==> src/rtl/hcid_pkg.sv <==
// Shared types and constants for the HCI H4 UART packet deframer.
`default_nettype none

package hcid_pkg;

    // Request kinds carried on the input tuser
    typedef enum logic [1:0] {
        REQ_BYTE  = 2'd0,
        REQ_READ  = 2'd1,
        REQ_RESET = 2'd2,
        REQ_CLEAR = 2'd3
    } req_t;

    // Result status carried on the output tuser
    typedef enum logic [3:0] {
        ST_WAIT       = 4'd0,
        ST_DONE       = 4'd1,
        ST_NO_CARRIER = 4'd2,
        ST_LINE_ERR   = 4'd3,
        ST_OVERFLOW   = 4'd4,
        ST_UNKNOWN    = 4'd5,
        ST_TOO_BIG    = 4'd6,
        ST_READ       = 4'd7,
        ST_REQ_DONE   = 4'd8
    } status_t;

    // Parser phase
    typedef enum logic [1:0] {
        PH_IND  = 2'd0,
        PH_HDR  = 2'd1,
        PH_DATA = 2'd2
    } phase_t;

    // H4 packet indicators
    localparam logic [7:0] TYPE_ACL = 8'h02;
    localparam logic [7:0] TYPE_SCO = 8'h03;
    localparam logic [7:0] TYPE_EVT = 8'h04;

    // Header sizes including the indicator byte
    localparam int HDR_BYTES_ACL = 5;
    localparam int HDR_BYTES_SCO = 4;
    localparam int HDR_BYTES_EVT = 3;

    // Buffer index of the low length byte of an ACL header
    localparam int ACL_LEN_LO_IDX = 3;

    // Per-request result, less the buffer read data
    typedef struct packed {
        status_t     status;
        logic [7:0]  packet_type;
        logic [9:0]  packet_length;
        logic        delivered;
        logic        read_sel;
    } result_t;

    // Running statistics
    typedef struct packed {
        logic [31:0] error_count;
        logic [31:0] byte_count;
        logic [31:0] packet_count;
    } stats_t;

endpackage

`default_nettype wire

==> src/rtl/hcid_parser.sv <==
// H4 framing state, statistics counters and buffer access control.
`default_nettype none

module hcid_parser #(
    parameter int BUF_BYTES = 1024,
    parameter int AW        = $clog2(BUF_BYTES),
    parameter int CW        = $clog2(BUF_BYTES + 1)
) (
    input  wire logic              aclk,
    input  wire logic              aresetn,
    input  wire logic              accept,
    input  wire hcid_pkg::req_t    req,
    input  wire logic [7:0]        rx_byte,
    input  wire logic              line_error,
    input  wire logic              carrier_present,
    input  wire logic [9:0]        read_index,
    input  wire logic              deliver_enable,
    output hcid_pkg::result_t      result,
    output hcid_pkg::stats_t       stats,
    output logic                   mem_wr_en,
    output logic      [AW-1:0]     mem_wr_addr,
    output logic      [7:0]        mem_wr_data,
    output logic                   mem_rd_en,
    output logic      [AW-1:0]     mem_rd_addr
);

    import hcid_pkg::*;

    phase_t        phase_reg, phase_next;
    logic [CW-1:0] wanted_reg, wanted_next;
    logic [CW-1:0] held_reg, held_next;
    logic [7:0]    type_reg;
    logic [7:0]    len_lo_reg;
    logic [31:0]   err_reg, err_next;
    logic [31:0]   bytes_reg, bytes_next;
    logic [31:0]   pkts_reg, pkts_next;

    logic [CW-1:0] held_inc;
    logic [7:0]    cur_type;
    logic [7:0]    byte_type;
    logic [15:0]   hdr_len;
    logic [31:0]   wanted_sum;
    logic [CW-1:0] hdr_wanted;
    logic          known_type;
    logic          byte_ok;
    logic          buf_full;
    logic          byte_stored;
    logic          read_in_range;
    status_t       status;

    // decode the request against the current parser state
    always_comb begin
        held_inc      = held_reg + CW'(1);
        cur_type      = (held_reg != '0) ? type_reg : 8'h00;
        byte_type     = (held_reg == '0) ? rx_byte : type_reg;
        byte_ok       = carrier_present && !line_error;
        buf_full      = 32'(held_reg) >= 32'(BUF_BYTES);
        byte_stored   = (req == REQ_BYTE) && byte_ok && !buf_full;
        read_in_range = {22'd0, read_index} < 32'(BUF_BYTES);
        known_type    = 1'b1;
        hdr_wanted    = CW'(1);
        hdr_len       = 16'h0000;
        case (byte_type)
            TYPE_ACL: begin
                hdr_wanted = CW'(HDR_BYTES_ACL);
                hdr_len    = {rx_byte, len_lo_reg};
            end
            TYPE_SCO: begin
                hdr_wanted = CW'(HDR_BYTES_SCO);
                hdr_len    = {8'h00, rx_byte};
            end
            TYPE_EVT: begin
                hdr_wanted = CW'(HDR_BYTES_EVT);
                hdr_len    = {8'h00, rx_byte};
            end
            default: begin
                known_type = 1'b0;
            end
        endcase
        wanted_sum = 32'(wanted_reg) + 32'(hdr_len);

        status = ST_WAIT;
        case (req)
            REQ_BYTE: begin
                if (!carrier_present) begin
                    status = ST_NO_CARRIER;
                end else if (line_error) begin
                    status = ST_LINE_ERR;
                end else if (buf_full) begin
                    status = ST_OVERFLOW;
                end else if (held_inc < wanted_reg) begin
                    status = ST_WAIT;
                end else begin
                    case (phase_reg)
                        PH_HDR: begin
                            if (hdr_len == 16'h0000) begin
                                status = ST_DONE;
                            end else if (wanted_sum >= 32'(BUF_BYTES)) begin
                                status = ST_TOO_BIG;
                            end else begin
                                status = ST_WAIT;
                            end
                        end
                        PH_DATA: begin
                            status = ST_DONE;
                        end
                        default: begin
                            status = known_type ? ST_WAIT : ST_UNKNOWN;
                        end
                    endcase
                end
            end
            REQ_READ: begin
                status = ST_READ;
            end
            default: begin
                status = ST_REQ_DONE;
            end
        endcase
    end

    // next parser state
    always_comb begin
        phase_next  = phase_reg;
        wanted_next = wanted_reg;
        held_next   = held_reg;
        if (accept) begin
            case (status)
                ST_WAIT: begin
                    held_next = held_inc;
                    if (held_inc >= wanted_reg) begin
                        if (phase_reg == PH_HDR) begin
                            wanted_next = wanted_sum[CW-1:0];
                            phase_next  = PH_DATA;
                        end else begin
                            wanted_next = hdr_wanted;
                            phase_next  = PH_HDR;
                        end
                    end
                end
                ST_NO_CARRIER, ST_LINE_ERR, ST_OVERFLOW, ST_UNKNOWN,
                ST_TOO_BIG, ST_DONE: begin
                    phase_next  = PH_IND;
                    wanted_next = CW'(1);
                    held_next   = '0;
                end
                ST_REQ_DONE: begin
                    if (req == REQ_RESET) begin
                        phase_next  = PH_IND;
                        wanted_next = CW'(1);
                        held_next   = '0;
                    end
                end
                default: begin
                    phase_next = phase_reg;
                end
            endcase
        end
    end

    // statistics
    always_comb begin
        err_next   = err_reg;
        bytes_next = bytes_reg;
        pkts_next  = pkts_reg;
        if (accept) begin
            if (req == REQ_CLEAR) begin
                err_next   = 32'd0;
                bytes_next = 32'd0;
                pkts_next  = 32'd0;
            end else begin
                if (status inside {ST_LINE_ERR, ST_OVERFLOW, ST_UNKNOWN, ST_TOO_BIG}) begin
                    err_next = err_reg + 32'd1;
                end
                if ((req == REQ_BYTE) && byte_ok) begin
                    bytes_next = bytes_reg + 32'd1;
                end
                if (status == ST_DONE) begin
                    pkts_next = pkts_reg + 32'd1;
                end
            end
        end
    end

    // result fields and buffer port control
    always_comb begin
        result.status        = status;
        result.packet_type   = byte_stored ? byte_type : cur_type;
        result.packet_length = (status == ST_DONE) ? 10'(32'(held_inc)) : 10'd0;
        result.delivered     = (status == ST_DONE) && deliver_enable;
        result.read_sel      = (req == REQ_READ) && read_in_range;
        stats.error_count    = err_reg;
        stats.byte_count     = bytes_reg;
        stats.packet_count   = pkts_reg;
        mem_wr_en            = accept && byte_stored;
        mem_wr_addr          = held_reg[AW-1:0];
        mem_wr_data          = rx_byte;
        mem_rd_en            = accept && (req == REQ_READ) && read_in_range;
        mem_rd_addr          = AW'(read_index);
    end

    // control state
    always_ff @(posedge aclk) begin
        if (!aresetn) begin
            phase_reg  <= PH_IND;
            wanted_reg <= CW'(1);
            held_reg   <= '0;
            err_reg    <= 32'd0;
            bytes_reg  <= 32'd0;
            pkts_reg   <= 32'd0;
        end else begin
            phase_reg  <= phase_next;
            wanted_reg <= wanted_next;
            held_reg   <= held_next;
            err_reg    <= err_next;
            bytes_reg  <= bytes_next;
            pkts_reg   <= pkts_next;
        end
    end

    // shadow copies of the indicator and ACL low length byte
    always_ff @(posedge aclk) begin
        if (mem_wr_en) begin
            if (held_reg == '0) begin
                type_reg <= rx_byte;
            end
            if (held_reg == CW'(ACL_LEN_LO_IDX)) begin
                len_lo_reg <= rx_byte;
            end
        end
    end

endmodule

`default_nettype wire

==> config.mk <==
export PLATFORM = sky130hd
export DESIGN_NAME = hcid_parser
export DESIGN_NICKNAME = d
export VERILOG_FILES = /design/src/rtl/hcid_pkg.sv /design/src/rtl/hcid_parser.sv
export SDC_FILE = /design/constraint.sdc
export NUM_CORES = 1
export LEC_CHECK = 0
export BUFFER_PORTS_ARGS = -buffer_cell sky130_fd_sc_hd__buf_2
export CAP_MARGIN = 20
export CORE_ASPECT_RATIO = 1.25
export CORE_MARGIN = 1.5
export CORE_UTILIZATION = 55
export CTS_CLUSTER_SIZE = 12
export DETAILED_ROUTE_END_ITERATION = 6
export GPL_ROUTABILITY_DRIVEN = 0
export PLACE_DENSITY = 0.88
export SLEW_MARGIN = 30
export SYNTH_ARGS = -nofsm -noshare
export SYNTH_HDL_FRONTEND = slang
export SYNTH_SLANG_ARGS = --single-unit
==> constraint.sdc <==
create_clock -name aclk -period 11.1 [get_ports aclk]
set_clock_uncertainty 0.05 [all_clocks]
set_input_delay 2.775 -clock aclk [delete_from_list [all_inputs] [get_ports aclk]]
set_output_delay 2.775 -clock aclk [all_outputs]
set_load 0.01 [all_outputs]
Word level (Yosys, flattened, before mapping). Cells that the tools add are included.

Flip-flop bits (word level): 136. Output and inout port bits: 150. Input bits: 26.

Muxes and demuxes: 32. Add/subtract/negate cells: 5. Order comparisons: 4. Equality and inequality tests: 18. Reductions and logical operators: 27.

Operators with widths (number): $mux W32 (6); $add A32 B1 Y32 const B (3); $pmux W11 S3 (2); $mux W11 (4); $pmux W16 S2 (1); $mux W8 (3); $add A11 B16 Y17 (1); $ge A17 B11 Y1 const B (1); $eq A8 B2 Y1 const B (2); $logic_not A16 Y1 (1); $mux W4 (4); $pmux W4 S2 (2); $eq A4 B3 Y1 const B (3); $add A11 B1 Y11 const B (1); $eq A11 B2 Y1 const B (1); $ge A11 B11 Y1 (1); $ge A11 B11 Y1 const B (1); $logic_not A11 Y1 (1); $lt A11 B11 Y1 (1); $reduce_bool A11 Y1 (1); $mux W10 (1); $mux W3 (3); $pmux W3 S3 (1); $eq A4 B2 Y1 const B (2); 22 further kinds (39).

Logic depth before layout (Yosys ltp).
Word-level depth: 19. Depth in mapped cells: 24. Mapped depth without buffers: 21.

Worst setup path before layout. OpenSTA, ideal clock, no wires.

Path kind: input -> output. Start point: in rx_byte[6]. End point: out result[10] (netlist name). Arrival: 6788 ps. Path slack: 1487 ps. Buffers on the path: 3. Cell stages on the path: 19. Required time: 8275 ps. Cells stage by stage: nor4_1 -> nand2_1 -> mux2_4 -> nor2b_1 -> clkbuf_1 -> a22o_1 -> ha_1 -> inv_1 -> fa_1 -> nor2b_1 -> o311ai_0 -> a21oi_1 -> a211o_1 -> a21oi_1 -> o41a_1 -> o21bai_1 -> buf_2 -> clkbuf_1 -> nor2b_1.

RTL lines: from (decl) (RTL line hcid_parser.sv:13) `input wire logic [7:0] rx_byte,`; to (decl) (RTL line hcid_parser.sv:18) `output hcid_pkg::result_t result,`.

==> impl_metrics.env <==
export IMPL_ant_nets=0
export IMPL_synth_seq_area_share_pct=35.1
export IMPL_synth_ff_type="dfxtp_1"
export IMPL_yosys_warnings=0
export IMPL_worstRegToRegCells=19
export IMPL_synth_area_top_cells="dfxtp_1 29%, edfxtp_1 5.8%, nand2_1 5.0%"
export IMPL_cts_setup_buffers=0
export IMPL_cts_htree_levels=4
export IMPL_first_pass_iters=7
export IMPL_whs_ns=0.427
export IMPL_ys_seq_elements=136
export IMPL_die_w_um=112
export IMPL_drv_cap=0
export IMPL_drt_iter0_drc=493
export IMPL_hold_start="wanted_reg[8]$_SDFFE_PN0P_"
export IMPL_synth_cell_types=76
export IMPL_r2r_setup_slack_ns=4.15
export IMPL_cp_cell_sequence="buf_2 > nor4_1 > nand2_1 > mux2_4 > nor2b_1 > a22o_1 > ha_1 > inv_1 > fa_1 > nor2b_1 > o311ai_0 > a21oi_1 > a211o_1 > a21oi_1 > o41a_1 > o21bai_2 > inv_1 > and2_1 > buf_2"
export IMPL_critPathTopFamily="compound AO/OA/AOI/OAI gates"
export IMPL_cts_repair_resized=0
export IMPL_wirelength_um=21300
export IMPL_rsz0062_at_grt="false"
export IMPL_layout_nets=1149
export IMPL_crit_buf_inv=4
export IMPL_grt_pass1_wl_um=34900
export IMPL_drive_gt1_share_pct=19.5
export IMPL_clockBufferDepth=2
export IMPL_synth_edff_count=16
export IMPL_min_delay_path_class="reg2reg"
export IMPL_worstPathArrival_ns=7.59
export IMPL_grt_max_degree=39
export IMPL_remaining_drc_errors=6
export IMPL_worstPathRequired_ns=8.28
export IMPL_p_leak_nw=3.80
export IMPL_crit_path_top_delay_cell="o41a_1"
export IMPL_synth_cells=990
export IMPL_finalSetupViolCount=0
export IMPL_dp_hpwl_um=14900
export IMPL_cts_root_buf="clkbuf_16"
export IMPL_cts_buffers=17
export IMPL_synth_top_cell_area_share_pct=29.2
export IMPL_track_usage_pct=27.1
export IMPL_p_per_area_nw_per_um2=119
export IMPL_hold_violations=0
export IMPL_critical_path_class="in2out"
export IMPL_period_minus_slack_ns=10.41
export IMPL_async_reset_ff_share_pct=0
export IMPL_holdPathStages=2
export IMPL_num_vias=7657
export IMPL_timing_fmax_ghz=0.0961
export IMPL_clock_latency_ns=0.43
export IMPL_diodes=0
export IMPL_dieArea_um2=15700
export IMPL_synth_avg_cell_area_um2=8.30
export IMPL_worstSetupEndpointType="output port"
export IMPL_rows=49
export IMPL_min_to="wanted_reg[8]$_SDFFE_PN0P_"
export IMPL_cts_num_sinks=136
export IMPL_max_stage_delay_ns=0.53
export IMPL_max_slew_margin_rel_pct=38.6
export IMPL_p_total_mw=1.13
export IMPL_synth_area_um2=8220
export IMPL_rr_endpoint="pkts_reg[31]$_SDFFE_PN0P_"
export IMPL_synth_area_leader_cell="dfxtp_1"
export IMPL_critical_path_peak_fanout=11
export IMPL_peakVddDrop_mv=0.0840
export IMPL_post_route_period_util_pct=93.8
export IMPL_path_clk_slew_ns=0.06
export IMPL_cp_start_kind="input pin"
export IMPL_viasPerCell=5.96
export IMPL_violations="design-rule violations"
export IMPL_reg2reg_from="held_reg[6]$_SDFFE_PN0P_"
export IMPL_slew_viol_final=0
export IMPL_cts_tree="built"
export IMPL_grt_pass1_vias=7113
export IMPL_coreArea_um2=14500
export IMPL_grt_antenna_before_repair=0
export IMPL_status="finished, violations left"
export IMPL_drt_wirelength_per_cell_um=16.6
export IMPL_ios=176
export IMPL_start_util_pct=56.8
export IMPL_tns_ns=0
export IMPL_worst_pin_slew_ns=0.914
export IMPL_area_growth_syn_to_layout_pct=14.9
export IMPL_portBuffers=155
export IMPL_cts_hold_buffers=0
export IMPL_die_h_um=140
export IMPL_grt_overflow_total=0
export IMPL_synth_fp_nets=1046
==> final cells by class <==
cell class,instances,area [um2]
Fill cell,1240,5030
Multi-Input combinational cell,736,4780
Sequential cell,136,2880
Timing Repair Buffer,160,813
Clock buffer,21,470
Tap cell,178,223
Inverter,42,158
Clock inverter,11,110
==> cells in the final DEF, fill, tap and decap left out, drive strengths merged, types with 7 or more instances in the layout <==
cell type  synthesis  layout
a2111oi            8       8
a211oi            24      24
a21oi             49      49
a22o              16      16
a22oi              9       9
and2              17      17
and3              22      22
and4              10      10
buf               35     160
clkbuf            41      21
dfxtp            120     120
edfxtp            16      16
ha                29      29
inv               40      47
mux2i             18      18
nand2            109     109
nand2b            20      20
nand3             41      41
nand3b             8       8
nand4             16      16
nor2             100     100
nor2b             15      15
nor3              23      23
nor4              11      11
o21a               8       8
o21ai             20      20
o41ai              7       7
or3                7       7
xnor2             44      44
xor2              24      24
==> cells in the mapped netlist (8+ instances only) <==
cell and instances:
xor2_1 24, mux2i_1 18, nand2_1 109, nand3b_1 8, nand3_1 41, edfxtp_1 16, nand2b_1 20, a211oi_1 23
and3_1 22, a21oi_1 49, dfxtp_1 120, a22oi_1 9, xnor2_1 44, nor4_1 11, nor2b_1 15, a22o_1 16
o21a_1 8, ha_1 29, o21ai_0 19, nor3_1 23, clkbuf_1 41, buf_4 28, inv_1 40, and4_1 10
nor2_1 100, and2_1 17, nand4_1 16
==> power by group <==
group,leakage (nW),switching [mW],internal (mW)
clock,0.282,0.232,0.330
sequential,1.11,0.00171,0.498
combinational,2.40,0.0460,0.0184
==> routing by layer <==
| metal | part of all wire [%] | up-vias | global-route usage (%) | wire, um |
|---|---|---|---|---|
| li1 | - | 3719 | - | - |
| met1 | 41 | 3636 | 32.7 | 8710 |
| met2 | 50 | 262 | 47.0 | 10700 |
| met3 | 6.1 | 40 | 6.01 | 1310 |
| met4 | 2.4 | 0 | 10.5 | 506 |
| met5 | 0 | - | 0 | 0 |
==> per-stage QoR <==
stage	utilization, %	cells	instance area (um2)	setup slack [ns]
floorplan	-	990	8220	1.49
global placement	61.2	1252	8850	1.08
detailed placement	61.2	1252	8850	0.841
CTS	65.2	1284	9430	0.759
global route	65.3	1284	9440	0.295
finish	65.3	1284	9440	0.689
==> worst register-to-register path, cell delays in order (launching register included) <==
cell,delay (ns)
dfxtp_1,0.39
or4_1,0.59
or4_2,0.96
mux2_4,0.47
nor2b_1,0.49
a22o_1,0.24
ha_1,0.20
inv_1,0.08
fa_1,0.41
nor2b_1,0.16
o311ai_0,0.21
a21oi_1,0.29
o2111ai_1,0.15
a21oi_1,0.28
o41a_1,0.35
o21bai_2,0.24
buf_4,0.30
a2111oi_0,0.64
xnor2_1,0.24
nor2_1,0.07
==> cell families after synthesis <==
| group | share of synthesized area [%] |
|---|---|
| xor gates and xnor gates | 7.25 |
| buffers and inverters | 7.06 |
| AOI/OAI and AO/OA | 17.2 |
| muxes | 2.37 |
| and+or+nand+nor | 26.3 |
| adders and majority gates | 4.66 |
| DFF | 35.1 |
==> worst max-delay path by stage <==
stage | startpoint | cells past startpoint | to | slack (ns)
3_3_place_gp | rx_byte[6] | 19 | result[1] | 1.08
6_report | rx_byte[6] | 19 | result[3] | 0.69
5_1_grt | rx_byte[6] | 19 | result[1] | 0.29
3_5_place_dp | rx_byte[6] | 19 | result[3] | 0.84
4_1_cts | rx_byte[6] | 19 | result[3] | 0.76
2_1_floorplan | rx_byte[6] | 19 | result[10] | 1.49
Power figures use the tool's default switching activity.
